$ cat src/hw/rtl/lphs_pkg.sv
// ---------------------------------------------------------------------------
// lphs_pkg
// Shared types and constants for the linear probing hash set.
// ---------------------------------------------------------------------------
package lphs_pkg;

  localparam int SLOTS  = 1024;
  localparam int ADDR_W = $clog2(SLOTS);
  localparam int CNT_W  = 11;
  localparam int KEY_W  = 32;
  localparam int BIT_W  = $clog2(KEY_W);
  localparam int ENT_W  = KEY_W + 2;

  localparam logic [CNT_W-1:0] SIZE_RESET = CNT_W'(193);

  localparam logic [1:0] FN_INSERT = 2'd0;
  localparam logic [1:0] FN_REMOVE = 2'd1;

  localparam logic [1:0] SL_EMPTY = 2'd0;
  localparam logic [1:0] SL_USED  = 2'd1;
  localparam logic [1:0] SL_TOMB  = 2'd2;

  localparam logic [2:0] ST_ADDED   = 3'd0;
  localparam logic [2:0] ST_PRESENT = 3'd1;
  localparam logic [2:0] ST_FULL    = 3'd2;
  localparam logic [2:0] ST_REMOVED = 3'd3;
  localparam logic [2:0] ST_ABSENT  = 3'd4;
  localparam logic [2:0] ST_FOUND   = 3'd5;

  typedef struct packed {
    logic clr_write;
    logic load;
    logic mod_step;
    logic check;
    logic write;
    logic emit;
  } cmd_t;

  typedef struct packed {
    logic clr_last;
    logic skip;
    logic mod_last;
    logic chk_write;
    logic chk_done;
    logic out_busy;
  } sts_t;

endpackage

$ cat src/hw/rtl/lphs_ctrl.sv
// ---------------------------------------------------------------------------
// lphs_ctrl
// Sequencer: clear sweep, modulo iterations, probe loop, write, output.
// ---------------------------------------------------------------------------
module lphs_ctrl (
  input  logic           clk,
  input  logic           rst,
  input  logic           cfg_we,
  input  logic           in_valid,
  output logic           in_stall,
  output lphs_pkg::cmd_t cmd,
  input  lphs_pkg::sts_t sts
);
  import lphs_pkg::*;

  typedef enum logic [6:0] {
    S_CLEAR = 7'b0000001,
    S_IDLE  = 7'b0000010,
    S_MOD   = 7'b0000100,
    S_READ  = 7'b0001000,
    S_CHECK = 7'b0010000,
    S_WRITE = 7'b0100000,
    S_DONE  = 7'b1000000
  } state_t;

  state_t state, state_next;

  assign in_stall = (state != S_IDLE);

  always_comb begin
    state_next = state;
    cmd = '0;
    case (state)
      S_CLEAR: begin
        cmd.clr_write = 1'b1;
        if (sts.clr_last) state_next = S_IDLE;
      end
      S_IDLE: begin
        if (in_valid) begin
          cmd.load = 1'b1;
          state_next = S_MOD;
        end
      end
      S_MOD: begin
        if (sts.skip) begin
          state_next = S_DONE;
        end else begin
          cmd.mod_step = 1'b1;
          if (sts.mod_last) state_next = S_READ;
        end
      end
      S_READ: state_next = S_CHECK;
      S_CHECK: begin
        cmd.check = 1'b1;
        if (sts.chk_write) state_next = S_WRITE;
        else if (sts.chk_done) state_next = S_DONE;
        else state_next = S_READ;
      end
      S_WRITE: begin
        cmd.write = 1'b1;
        state_next = S_DONE;
      end
      S_DONE: begin
        if (!sts.out_busy) begin
          cmd.emit = 1'b1;
          state_next = S_IDLE;
        end
      end
      default: state_next = S_IDLE;
    endcase
    if (cfg_we) state_next = S_CLEAR;
  end

  always_ff @(posedge clk) begin
    if (rst) state <= S_CLEAR;
    else state <= state_next;
  end

endmodule

$ cat config.mk
export PLATFORM = sky130hd
export DESIGN_NAME = lphs_ctrl
export DESIGN_NICKNAME = d
export VERILOG_FILES = /design/src/hw/rtl/lphs_pkg.sv /design/src/hw/rtl/lphs_ctrl.sv
export SDC_FILE = /design/constraint.sdc
export NUM_CORES = 1
export LEC_CHECK = 0
export ABC_AREA = 1
export CAP_MARGIN = 0
export CORE_MARGIN = 5
export CORE_UTILIZATION = 35
export DETAILED_ROUTE_END_ITERATION = 8
export DONT_BUFFER_PORTS = 1
export PLACE_DENSITY = 0.45
export SYNTH_ARGS = -nofsm -noshare
export SYNTH_HDL_FRONTEND = slang
export SYNTH_SLANG_ARGS = --single-unit
$ cat constraint.sdc
create_clock -name clk -period 1.4 [get_ports clk]
set_input_delay 0.07 -clock clk [delete_from_list [all_inputs] [get_ports clk]]
set_output_delay 0.07 -clock clk [all_outputs]
set_load 0.005 [all_outputs]
==> flow_summary.json <==
{
  "cts_sinks": 7,
  "rsz0062_at_grt": "no",
  "drt_wl_total_um": 1310,
  "cts_hold_buf": 2,
  "slew_headroom_pct": 73.1,
  "start_util_pct": 36.4,
  "die_x_um": 49.1,
  "netlist_top_cells_area": "dfxtp_1 (26%), nand2_1 (13%), inv_1 (11%)",
  "powerDensity_nw_per_um2": 720,
  "arrival_ns": 1.19,
  "synth_area_sq_um": 536,
  "fin_area_sq_um": 602,
  "crit_path_start_kind": "register",
  "setup-violations-final": 0,
  "clk_latency_ns": 0.25,
  "drive_gt1_share_pct": 22.3,
  "layout.cells.non_filler": 110,
  "crit_chain": "inv_2 -> nand2_2 -> nor2_4 -> nand2_2 -> nor2_2",
  "timing.rr.start": "state[4]$_SDFFE_PP0P_",
  "skew_ns": 0.00376,
  "grt-ovfl-total": 0,
  "synth_nets": 98,
  "wl_per_cell_um": 11.9,
  "detail-route-antenna-nets": 0,
  "cp.required_ns": 1.33,
  "ir_drop_v": 0.000317,
  "firstDrtPassIters": 4,
  "placed_area_sq_um": 556,
  "postCtsSetupRepairBufs": 0,
  "cp_max_fo": 7,
  "r2r_cells": 8,
  "outcome": "finished clean",
  "htree_num_levels": 1,
  "cts.clk_slew.worst_paths_ns": 0.05,
  "area_growth_pct": 12.4,
  "largest_reg_flops": 7,
  "grt_max_degree": 8,
  "final_common_cell": "nand2_1",
  "critical_path.top_delay_family": "simple AND/OR/NAND/NOR gates",
  "endpoint_kind": "output pin",
  "synth_top_area_share_pct": 26.2,
  "grt_usage_pct": 11.8,
  "cts_buffers": 3,
  "layout_common_cells": "nand2_1 (18), inv_1 (16), nor2_1 (14), nand3_1 (8), dfxtp_1 (7)",
  "ys_types": 19,
  "synth_top_cell_by_area": "dfxtp_1",
  "hp-start": "sts[5]",
  "grt_pass1_vias": 498,
  "core_sq_um": 1470,
  "tns_ns": 0,
  "path_buf_inv": 1,
  "num-nets-final": 105,
  "tightest_slew_ns": 0.400,
  "max_cap_violations": 0,
  "synth-seq-area-share_pct": 26.2,
  "clockBufferDepth": 2,
  "ctsResizeCount": 0,
  "hold_path_depth": 2,
  "largest_register": "state",
  "yosys_warnings": 0,
  "core.rowCount": 14,
  "io_buffers": 0,
  "fin_crit_sh_pct": 90.0,
  "critPathMaxStageDelay_ns": 0.33,
  "grt_pass1_wl_um": 2160,
  "gp_congestion": 0.770,
  "drt-initial-drc-count": 7,
  "period_needed_ns": 1.26,
  "place_inst": 104,
  "fill_cells": 163,
  "leakage_nw": 0.295,
  "netlist_instances": 88,
  "cp-startpoint": "state[5]$_SDFFE_PP0P_",
  "reg_top3": "state: 7 flops",
  "hp-class": "in2reg",
  "antenna_found_initial": 0,
  "die-height_um": 49.1,
  "syn_avg_cell_area_sq_um": 6.09,
  "critPathSlowestCell": "dfxtp_1",
  "slew_viol_final": 0,
  "ys_seq_elements": 7,
  "hold_viol": 0,
  "dpl.hpwl_um": 1090,
  "worst_path_most_repeated_cell": "nand2_2",
  "root_buffer": "clkbuf_4",
  "path_class": "reg2out",
  "n_antenna_cell": 0,
  "vias": 515,
  "io_pins": 17,
  "dieArea_sq_um": 2410,
  "fmax_ghz": 0.794,
  "avgViaCountPerCell": 4.68,
  "drcViolationCount": 0,
  "cts_tree": "yes",
  "crit_cells": 5
}
-- path summary, 6_finish.rpt --
check                                        endpoint  slack (ns)
worst max-delay path                           cmd[4]        0.14
worst min-delay path            state[0]$_SDFFE_PP1P_        0.04
worst max register to register  state[5]$_SDFFE_PP0P_        0.16
worst min register to register  state[4]$_SDFFE_PP0P_        0.61
-- logic make-up (layout without fill, tap and decap cells) --
family | Yosys count | after routing | share of synthesized area (%)
DFF | 7 | 7 | 26.2
AOI/OAI and AO/OA | 2 | 2 | 2.10
buffers and inverters | 21 | 27 | 14.7
and+or+nand+nor | 58 | 58 | 57.0
-- Yosys cell counts --
master,number
nand3b_1,1
nor3_1,1
nor2_1,14
inv_2,5
inv_1,16
nand2_1,18
nand4_1,1
nor2_4,3
nand3b_2,1
a31oi_1,1
nand3_2,1
nand3_1,8
nor3_2,1
nor4_1,2
nor2_2,3
nand2_4,1
nand2_2,3
a21oi_1,1
dfxtp_1,7
-- per-stage QoR --
stage	utilization, %	power, mW	hold WS [ns]	setup slack, ns
after floorplan	-	0.246	0.163	0.305
after global placement	37.8	0.255	0.166	0.160
after detailed placement	37.8	0.254	0.166	0.168
after CTS	40.9	0.443	0.0251	0.122
after global routing	40.9	0.465	0.0270	0.0355
final	40.9	0.433	0.0372	0.141
-- routing by layer --
layer  vias up  GRT usage (%)  routed length [um]
li1        282              -                   -
met1       216           14.9                 663
met2        15           15.9                 551
met3         2           3.98                  74
met4         0           9.42                  19
met5         -              0                   0
-- worst register-to-register path, cell delays in order, from the launching register on --
cell and delay (ns):
dfxtp_1 0.47, inv_2 0.07, nand2_1 0.09, nor2_1 0.05, nand3_2 0.11, nand2_1 0.10
nor2_2 0.13, nand3_1 0.09, inv_1 0.07
-- report_power, final --
part           leakage, nW  total, mW  switching (mW)  internal, mW
combinational        0.223     0.0495          0.0308        0.0187
clock               0.0150      0.178          0.0697         0.108
sequential          0.0568      0.206         0.00247         0.203
total                0.295      0.433           0.103         0.330
-- area by class of cell --
| class | instances | area (sq um) | share of cell area, % |
|---|---|---|---|
| Multi-Input combinational cell | 60 | 317 | 52.6 |
| Clock buffer | 4 | 26.3 | 4.37 |
| Timing Repair Buffer | 2 | 20.0 | 3.33 |
| Tap cell | 16 | 20.0 | 3.33 |
| Inverter | 21 | 78.8 | 13.1 |
| Sequential cell | 7 | 140 | 23.3 |
Note: power is estimated with default switching activity, not from simulation.
